===== src/rtl/lgs_pkg.sv =====
`default_nettype none

package lgs_pkg;

	// grid size defaults
	localparam int ROWS_DEF = 90;
	localparam int COLS_DEF = 160;

	// command field widths
	localparam int OP_W  = 2;
	localparam int ROW_W = 7;
	localparam int COL_W = 8;

	// command codes
	localparam logic [OP_W-1:0] OP_WRITE   = 2'd0;
	localparam logic [OP_W-1:0] OP_READ    = 2'd1;
	localparam logic [OP_W-1:0] OP_ADVANCE = 2'd2;

	// b3/s23 neighbor counts
	localparam logic [3:0] BIRTH_N   = 4'd3;
	localparam logic [3:0] SURVIVE_N = 4'd2;

endpackage

`default_nettype wire


===== src/rtl/lgs_row_rule.sv =====
`default_nettype none

module lgs_row_rule import lgs_pkg::*; #(
	parameter int COLS = COLS_DEF
) (
	input  wire logic [COLS-1:0] above,
	input  wire logic [COLS-1:0] cur,
	input  wire logic [COLS-1:0] below,
	output logic      [COLS-1:0] nxt
);

	// rows padded with a dead cell at each edge
	logic [COLS+1:0] ap;
	logic [COLS+1:0] cp;
	logic [COLS+1:0] bp;

	assign ap = {1'b0, above, 1'b0};
	assign cp = {1'b0, cur, 1'b0};
	assign bp = {1'b0, below, 1'b0};

	// one neighbor count and rule per cell
	for (genvar c = 0; c < COLS; c++) begin : g_cell
		logic [3:0] cnt;

		assign cnt = 4'(ap[c]) + 4'(ap[c+1]) + 4'(ap[c+2])
			+ 4'(bp[c]) + 4'(bp[c+1]) + 4'(bp[c+2])
			+ 4'(cp[c]) + 4'(cp[c+2]);
		assign nxt[c] = (cnt == BIRTH_N) || (cp[c+1] && (cnt == SURVIVE_N));
	end

endmodule

`default_nettype wire


===== config.mk =====
export PLATFORM = sky130hd
export DESIGN_NAME = lgs_row_rule
export DESIGN_NICKNAME = d
export VERILOG_FILES = /design/src/rtl/lgs_pkg.sv /design/src/rtl/lgs_row_rule.sv
export SDC_FILE = /design/constraint.sdc
export NUM_CORES = 1
export LEC_CHECK = 0
export BUFFER_PORTS_ARGS = -buffer_cell sky130_fd_sc_hd__buf_2
export CORE_MARGIN = 3
export CORE_UTILIZATION = 29
export DETAILED_ROUTE_END_ITERATION = 6
export GPL_ROUTABILITY_DRIVEN = 0
export PLACE_DENSITY = 0.55
export REMOVE_ABC_BUFFERS = 1
export SLEW_MARGIN = 10
export SYNTH_ARGS = -nofsm -noshare
export SYNTH_HDL_FRONTEND = slang
export SYNTH_SLANG_ARGS = --single-unit

===== constraint.sdc =====
create_clock -name vclk -period 7.61
set_clock_uncertainty 0.15 [all_clocks]
set_input_delay 0.761 -clock vclk [all_inputs]
set_output_delay 0.761 -clock vclk [all_outputs]
set_load 0.02 [all_outputs]

### Word-level counts from Yosys, hierarchy flattened

Cells that the tools add are included.
W data, S select, Z words.

* $add $sub $neg: 1113
* eq/ne operators: 320
* reductions and logical operators: 320

Operator list (number)
* $add A4 B1 Y4: 636
* $eq A4 B2 Y1 const B: 320
* $add A3 B1 Y4: 159
* $add A2 B1 Y3: 159
* $add A1 B1 Y2: 159
* $logic_and A1 B1 Y1: 160
* $logic_or A1 B1 Y1: 160

* register bits: 0
* input port bits: 480
* output and inout bits: 160
* word-level logic and storage cells: 1753

### Depth between registers and ports, before layout

Gate-level depths: netlist of run 1.

* word-level depth: 10
* gate-level depth with buffers: 9

### Worst setup path before layout of run 1

Ideal clock, no wire load.

* path type: input -> output
* start: input above[143]
* end: output nxt[144]
* data arrival time: 3525 ps
* path slack: 3174 ps
* stages: 9
* path through: inv_1 fa_1 fa_1 fa_1 inv_1 ha_1 fa_1 or2_2 a21oi_1

* word-level cells in the longest chain between the ends: 10

RTL lines
* start, declared: line lgs_row_rule.sv:6 `input wire logic [COLS-1:0] above,`
* $add A1 B1 Y2 *: line lgs_row_rule.sv:25 `assign cnt = 4'(ap[c]) + 4'(ap[c+1]) + 4'(ap[c+2])`
* $add A2 B1 Y3 *: line lgs_row_rule.sv:25
* $add A3 B1 Y4 *: line lgs_row_rule.sv:26 `+ 4'(bp[c]) + 4'(bp[c+1]) + 4'(bp[c+2])`
* $add A4 B1 Y4 * (2 in series): line lgs_row_rule.sv:26
* $add A4 B1 Y4 * (2 in series): line lgs_row_rule.sv:27 `+ 4'(cp[c]) + 4'(cp[c+2]);`
* $eq A4 B2 Y1: line lgs_row_rule.sv:28 `assign nxt[c] = (cnt == BIRTH_N) || (cp[c+1] && (cnt == SURVIVE_N));`
* $logic_and A1 B1 Y1: line lgs_row_rule.sv:28
* $logic_or A1 B1 Y1 *: line lgs_row_rule.sv:28
* end, declared: line lgs_row_rule.sv:9 `output logic [COLS-1:0] nxt`

Mark *: on every way between the ends. The rest lies on a longest branch, timed or not.

### Worst setup path after layout of run 1

* start: input above[111]
* end: output nxt[111]

The elaborated chain is that of the path after synthesis.

==> metrics, run 1 <==
relative slew slack 0.700; first-pass GRT wire length around 120 mm; FFs & Latches 0; cts repair resizes 0; fin crit period 4.97 ns; DR top layer met5; Yosys cell types 12; power density cells roughly 140 mW/mm^2; outcome finished, final reports clean; startpoint types primary input; CORE AREA 0.0921 mm^2; Switching Share 0.586; Pins Over Slew Limit 0; crit path max fanout 2; drc violations 0; crit-path most repeated cell fa_1; vias post-DR 20900; Final nets around 5300; RSZ-0062 raised after global routing no; Cells after Synth 3020; YS warnings 0; post-route ant nets 0; Peak supply drop 102 uV; Area growth syn-to-layout 17.8%; initial antenna violation count between 60 and 70; overall routed net length 73.1 mm; final-layout clock buffer total 0; 1st-iter DRT viols 655; routed wl met3 around 7.6 mm; GRT Resource Usage Total 0.152; Logic pwr share 1.000; Syn Area/Cell 8.96 um^2; Die H 311 um; WS Path Type primary input to primary output; FP Rows 111; die area 0.0970 mm^2; port bufs 640; Clock Power Share 0; Setup Total Neg Slack 0 ns; Storage cell area 0 um^2; Initial Util 0.294; setup repair bufs after CTS 0; Max Freq around 0.20 GHz; hold crit path type primary input to primary output; Slew @ Worst Pin 0.449 ns; maxcap violations 0; metal2 WL between 30 and 40 mm; leakage 0.0184 uW; share of layout cells above drive strength 1 0.218; Seq/Total Area, Yosys 0; drt wl/cell about 15 um; # setup viols final 0; GRT Residual Overflow 0; CTS Hold Buffers Added 0; Setup crit end kind primary output; Fin. Hold Viols 0; P_int approximately 1900 uW; DR vias/cell 4.24; number of global-route vias before repair 22600; Crit-path slowest cell fa_1; largest net degree at the start of global routing 4; Core Util, Final 0.346; Req. time, crit path between 6 and 7 ns; critical path, cell by cell buf_2, inv_1, fa_1, fa_1, fa_1, inv_1, ha_1, fa_1, or2_2, a21oi_1, buf_2; HPWL Detailed 72.2 mm; sequential share of power 0; first drt pass iteration count 5; Worst EP arrival 4.06 ns; post-synthesis instance area ~0.027 mm^2; WHS approximately 1.8 ns; FILL cells 9827; Die Width 311 um; net switching power 2660 uW; M1 WL 28.9 mm; hold depth 4; crit share post-route 0.653; # IOs 640; CP max stage delay 0.56 ns
## critical path, delay by kind of cell
| kind | cells | cell delay (ns) |
|---|---|---|
| adder cells (fa/ha/maj) | 5 | 2.13 |
| AND/OR/NAND/NOR | 1 | 0.28 |
| buffers and inverters | 4 | 0.64 |
| AO/OA/AOI/OAI | 1 | 0.26 |
## cells in the mapped netlist (all sizes together)
master   number  area, um^2
a2111oi       1        15.0
nand3       157         786
a21oi       314        1570
ha          476        5960
nand2         1        3.75
inv        1115        4190
nor3b         2        15.0
a31oi         1        6.26
or2         157         982
fa          636       12700
o21ai       157         786
nor2          3        11.3
## layout make-up
class | count | area (um^2) | share of cell area
well taps | 1243 | 1560 | 0.0488
diodes | 25 | 62.6 | 0.00196
multi-input cells | 1905 | 22900 | 0.717
inverters | 1115 | 4190 | 0.131
repair buffers | 640 | 3200 | 0.101
## logic make-up (layout without fill, tap and decap cells)
family                   count (synthesis)  in the layout  synth area share
AO/OA/AOI/OAI                          473            473            0.0879
adder cells (fa/ha/maj)               1112           1112             0.691
buffers and inverters                 1115           1755             0.155
other                                    0             25                 0
AND/OR/NAND/NOR                        320            320            0.0665
## placed cells by master, fill, tap and decap left out
cell / netlist / final
a21oi_1: 314 / 314
a31oi_1: 1 / 1
a2111oi_2: 1 / 1
ha_1: 476 / 476
fa_1: 636 / 636
nor3b_1: 2 / 2
nor2_1: 3 / 3
diode_2: 0 / 25
or2_2: 157 / 157
nand2_1: 1 / 1
buf_2: 0 / 640
o21ai_0: 157 / 157
inv_1: 1115 / 1115
nand3_1: 157 / 157
## per-stage QoR
step           cell area (um^2)  cells  setup WS [ns]  total power, uW
2_1_floorplan             27000   3020           3.17             3250
3_3_place_gp              31800   4903           2.46             4530
3_5_place_dp              31800   4903           2.43             4620
4_1_cts                   31800   4903           2.42             4650
5_1_grt                   31800   4911           2.33             5370
6_report                  31900   4928           2.64             4550
## power groups by stage
stage	Clock, uW	Combinational [uW]	Sequential [uW]
6_report	0.000409	4550	0
5_1_grt	0.000141	5370	0
4_1_cts	0	4650	0
3_5_place_dp	0	4620	0
3_3_place_gp	0	4530	0
2_1_floorplan	0	3250	0
## layer usage
metal | GRT usage | up-vias
met3 | 0.0622 | 98
met5 | 0 | -
li1 | - | 10400
met2 | 0.269 | 462
met1 | 0.178 | 9867
met4 | 0.0134 | 70
## worst paths after layout
check / from / to / slack [ns]
setup / recovery: above[111] / nxt[111] / 2.64
hold / removal: cur[159] / nxt[159] / 1.78
No activity file was read; power rests on OpenSTA's default activity.
==> run 2: changes to the inputs <==
- ABC_AREA: unset -> 1
- clock period: 7.61 -> 4.86 ns (I/O delays scaled with it)
==> run 2 against run 1 <==
Clock-buffer cell count stayed put. Die area grew 6.4%. Via count up 8.7%. Total power rose by 73%. Global-route usage down 1.0 points. Synthesized area grew 6.6%. Critical endpoint is now nxt[65]. Largest power group unchanged.
==> metrics, run 2 <==
outcome finished, final reports clean; Logic pwr share 1.000; CTS Hold Buffers Added 0; worst hold start cur[0]; Core Util, Final 0.342; # IOs 640; crit-path most repeated cell fa_1; share of layout cells above drive strength 1 0.149; WHS Endpoint nxt[0]; P_int 3160 uW; drc violations 0; FFs & Latches 0; Final nets roughly 6000; DR vias/cell 4.05; Seq/Total Area, Yosys 0; power density cells 234 mW/mm^2; Die H 321 um; overall routed net length 73.1 mm; Crit-path slowest cell fa_1; first drt pass iteration count 5; critical path's top delay family adder cells; Fin. Hold Viols 0; Post-synth top cells inv_1, fa_1, ha_1, nand2_1, nand3_1; 1st-iter DRT viols 577; Req. time, crit path 4.22 ns; post-route cell area approximately 0.034 mm^2; final-layout clock buffer total 0; port bufs 640; die area 0.103 mm^2; relative slew slack 0.662; Syn Area/Cell 7.89 um^2; Max Freq 0.232 GHz; Setup Total Neg Slack 0 ns; crit path max fanout 3; Cells after DPL about 5600; CP Buf/Inv Count 4; CP max stage delay 0.52 ns; FILL cells 10600; Synth area leaders fa_1, inv_1, ha_1; Clock Power Share 0; Pins Over Slew Limit 0; Worst EP arrival around 3.7 ns; WS Path Type primary input to primary output; Die Width 321 um; Cells after Synth 3655; # setup viols final 0; Yosys top cell area share 0.442; largest net degree at the start of global routing 4; number of global-route vias before repair roughly 24000; commonest non-fill, non-tap cell in the layout inv_1; leakage 0.0206 uW; RSZ-0062 raised after global routing no; setup repair bufs after CTS 0; Finished Layout Cells 5604; initial antenna violation count 31; Yosys top cell by area fa_1; GRT Resource Usage Total 0.142; maxcap violations 0; vias post-DR 22700; post-route ant nets 0; Storage cell area 0 um^2; fin crit period roughly 4.3 ns; HPWL Detailed 71.7 mm; Placement Cell Area 0.0336 mm^2; WHS between 1 and 1.5 ns; post-synthesis instance area 0.0288 mm^2; startpoint types primary input; drt wl/cell 13.0 um; hold depth 4; cell with the most instances after synthesis inv_1; Slew @ Worst Pin 0.506 ns; Area growth syn-to-layout 16.9%; CORE AREA 0.0984 mm^2; FP Rows 115; cts repair resizes 0; Switching Share 0.598; Yosys cell types 8; sequential share of power 0; critical path, cell by cell buf_2, inv_1, fa_1, fa_1, fa_1, inv_1, ha_1, fa_1, nand3_1, a21oi_1, buf_2; GRT Residual Overflow 0; YS warnings 0; crit share post-route 0.887; first-pass GRT wire length about 120 mm; Setup crit end kind primary output; most frequent cells in the layout inv_1, buf_2, fa_1; Initial Util 0.293; Peak supply drop 127 uV; net switching power 4720 uW; hold crit path type primary input to primary output
## run 2: cell count changes after synthesis, moves of 155 or more
cell	delta
or2_2	-157
nand2_1	+475
a21oi_1	-157
inv_1	+474
nand3_1	+158
o21ai_0	-155
## run 2: cell families after synthesis
logic type                 after synthesis  share of synthesized area
AOI/OAI and AO/OA                      159                     0.0276
adders and majority gates             1112                      0.648
buffers and inverters                 1589                      0.207
and+or+nand+nor                        795                      0.117
## run 2: final cells by class
| cell class | count | area, um^2 | share of cell area |
|---|---|---|---|
| multi-input combinational | 2066 | 22900 | 0.678 |
| antenna | 21 | 52.6 | 0.00156 |
| tap | 1287 | 1610 | 0.0478 |
| inverter | 1589 | 5960 | 0.177 |
| timing repair buffer | 641 | 3210 | 0.0953 |
## run 2: power by group through the flow
| stage | registers (uW) | logic [uW] | clock network (uW) |
|---|---|---|---|
| after detailed placement | 0 | 8010 | 0 |
| after global routing | 0 | 9260 | 0.000193 |
| after floorplan | 0 | 5720 | 0 |
| final | 0 | 7880 | 0.000579 |
| after CTS | 0 | 8050 | 0 |
| after global placement | 0 | 7800 | 0 |
## run 2: per-layer routing
layer  vias to the layer above  part of all wire  track usage  wire length, um
met5                         -            0.0021            0              152
met2                       434              0.50        0.260            36400
met1                     10500              0.42        0.176            30900
met4                        24             0.011       0.0125              775
met3                        60             0.067       0.0314             4870
li1                      11700                 -            -                -
## run 2: through the flow
step / worst slack [ns] / power [uW]
finish: 0.549 / 7880
global route: 0.357 / 9260
CTS: 0.403 / 8050
detailed placement: 0.419 / 8010
global placement: 0.390 / 7800
floorplan: 1.12 / 5720
## run 2: worst max-delay path by stage
stage | depth (start not counted) | start | end | slack [ns]
floorplan | 9 | above[107] | nxt[108] | 1.12
finish | 11 | cur[64] | nxt[65] | 0.55
CTS | 11 | cur[64] | nxt[65] | 0.40
detailed placement | 11 | cur[64] | nxt[65] | 0.42
global route | 11 | above[65] | nxt[66] | 0.36
global placement | 11 | cur[64] | nxt[65] | 0.39
==> run 3: changes to the inputs <==
- PLACE_DENSITY: 0.55 -> 0.57
- clock period: 4.86 -> 3.65 ns (I/O delays scaled with it)
==> run 3 against run 2 <==
Worst hold slack got worse by 0.29 ns. Sequential share of layout area did not move. Worst setup slack got worse by 0.69 ns. Clock-buffer cell count did not move. The flow now finishes with violations (negative setup slack). First-iteration DRC count fell by 4.3%. Critical path depth rose by 1. Flip-flop and latch count did not move. Die area did not move. Highest routed layer unchanged. Largest cell class unchanged. Critical path type unchanged. Largest power group unchanged. Global-route usage rose by 0.82 points.
==> metrics, run 3 (synthesis results as in run 2) <==
first drt pass iteration count 4; HPWL Detailed 74.6 mm; Storage cell area 0 um^2; critical path's top delay family adder cells; area occupied by multi-input gates 0.0243 mm^2; largest net degree at the start of global routing 4; leakage ~0.022 uW; power density cells 328 mW/mm^2; commonest non-fill, non-tap cell in the layout inv_1; CTS Hold Buffers Added 0; Die H 321 um; busiest grt layer met2; GRT Residual Overflow 0; Req. time, crit path 3.13 ns; FILL cells approximately 10000; final-layout clock buffer total 0; startpoint types primary input; relative slew slack 0.709; Peak supply drop 321 uV; 1st-iter DRT viols 552; M2 GR Usage 0.279; GR Util met1 0.179; critical path, cell by cell buf_8, inv_4, fa_1, fa_2, fa_1, inv_1, ha_2, fa_1, nand3_2, a21oi_4, buf_6, buf_6; Initial Util 0.293; hold crit path type primary input to primary output; FFs & Latches 0; fin crit period 3.79 ns; maxcap violations 0; die area 0.103 mm^2; initial antenna violation count 28; crit path max fanout 2; failing checks negative setup slack; post-route ant nets 0; CP Buf/Inv Count 5; share of layout cells above drive strength 1 0.331; Fin. Hold Viols 0; number of global-route vias before repair 25800; # setup viols final 4; RSZ-0062 raised after global routing yes; drc violations 0; Crit-path slowest cell fa_1; DR vias/cell 4.11; Area growth syn-to-layout 36.1%; WS Path Type primary input to primary output; FP Rows between 100 and 150; Slew @ Worst Pin 0.435 ns; Pins Over Slew Limit 0; crit share post-route 1.04; met3 Resource Use GR 0.0321; Max Freq 0.264 GHz; vias post-DR 24300; outcome complete, but fails checks; Setup Total Neg Slack -0.166 ns; port bufs 640; first-pass GRT wire length 126 mm; worst slack, placed -0.778 ns; crit-path most repeated cell fa_1; Worst EP arrival 3.27 ns; CORE AREA 0.0984 mm^2; Final nets 6202; Setup crit end kind primary output; # IOs 640; GRT Resource Usage Total 0.150; overall routed net length approximately 78 mm; most frequent cells in the layout inv_1, fa_1, nand2_1; Die Width 321 um; final setup margin -0.138 ns; CP max stage delay around 0.54 ns; drt wl/cell 13.2 um
## run 3: cell types whose count changed in the layout (fill, tap and decap cells not counted), moves of 133 or more
cell,change
a21oi_1,-133
inv_1,-233
buf_2,-257
buf_6,+172
inv_2,+162
ha_1,-134
buf_4,+361
## run 3: path summary, 6_finish.rpt
check / from / endpoint / slack (ns) / cells after the start
max: cur[63] / nxt[64] / -0.14 / 12
min: cur[159] / nxt[159] / 0.96 / 4
## run 3: metal layers
layer  share of wire  routed length, um  vias to the layer above
li1                -                  -                    12300
met1            0.40              31100                    11400
met2            0.51              40000                      455
met3           0.070               5460                       86
met4           0.019               1470                       24
met5          0.0020                160                        -
## run 3: final cells by class
| cell class | count | share of cell area |
|---|---|---|
| multi-input combinational | 2066 | 0.619 |
| antenna | 17 | 0.00108 |
| tap | 1287 | 0.0410 |
| timing repair buffer | 953 | 0.182 |
| inverter | 1589 | 0.157 |
## run 3: report_power, final
group          internal (uW)  switching [uW]  total, uW
Sequential                 0               0          0
Combinational           5820            7060      12900
Clock               0.000624               0   0.000624
## run 3: metrics by stage
step	total power (uW)	util	cell area, um^2	std cells	hold WS (ns)
CTS	12100	0.381	37500	5890	0.965
floorplan	7610	-	28800	3655	0.797
global route	14800	0.398	39200	5905	0.988
detailed placement	11000	0.365	35900	5886	0.966
finish	12900	0.399	39200	5912	0.964
global placement	10700	0.365	35900	5886	0.966
## run 3: what timing repair did
action,4_1_cts,5_1_grt
gates resized for setup,610,512
pin swaps,178,239
setup endpoints to repair,143,158
buffers inserted,6,5
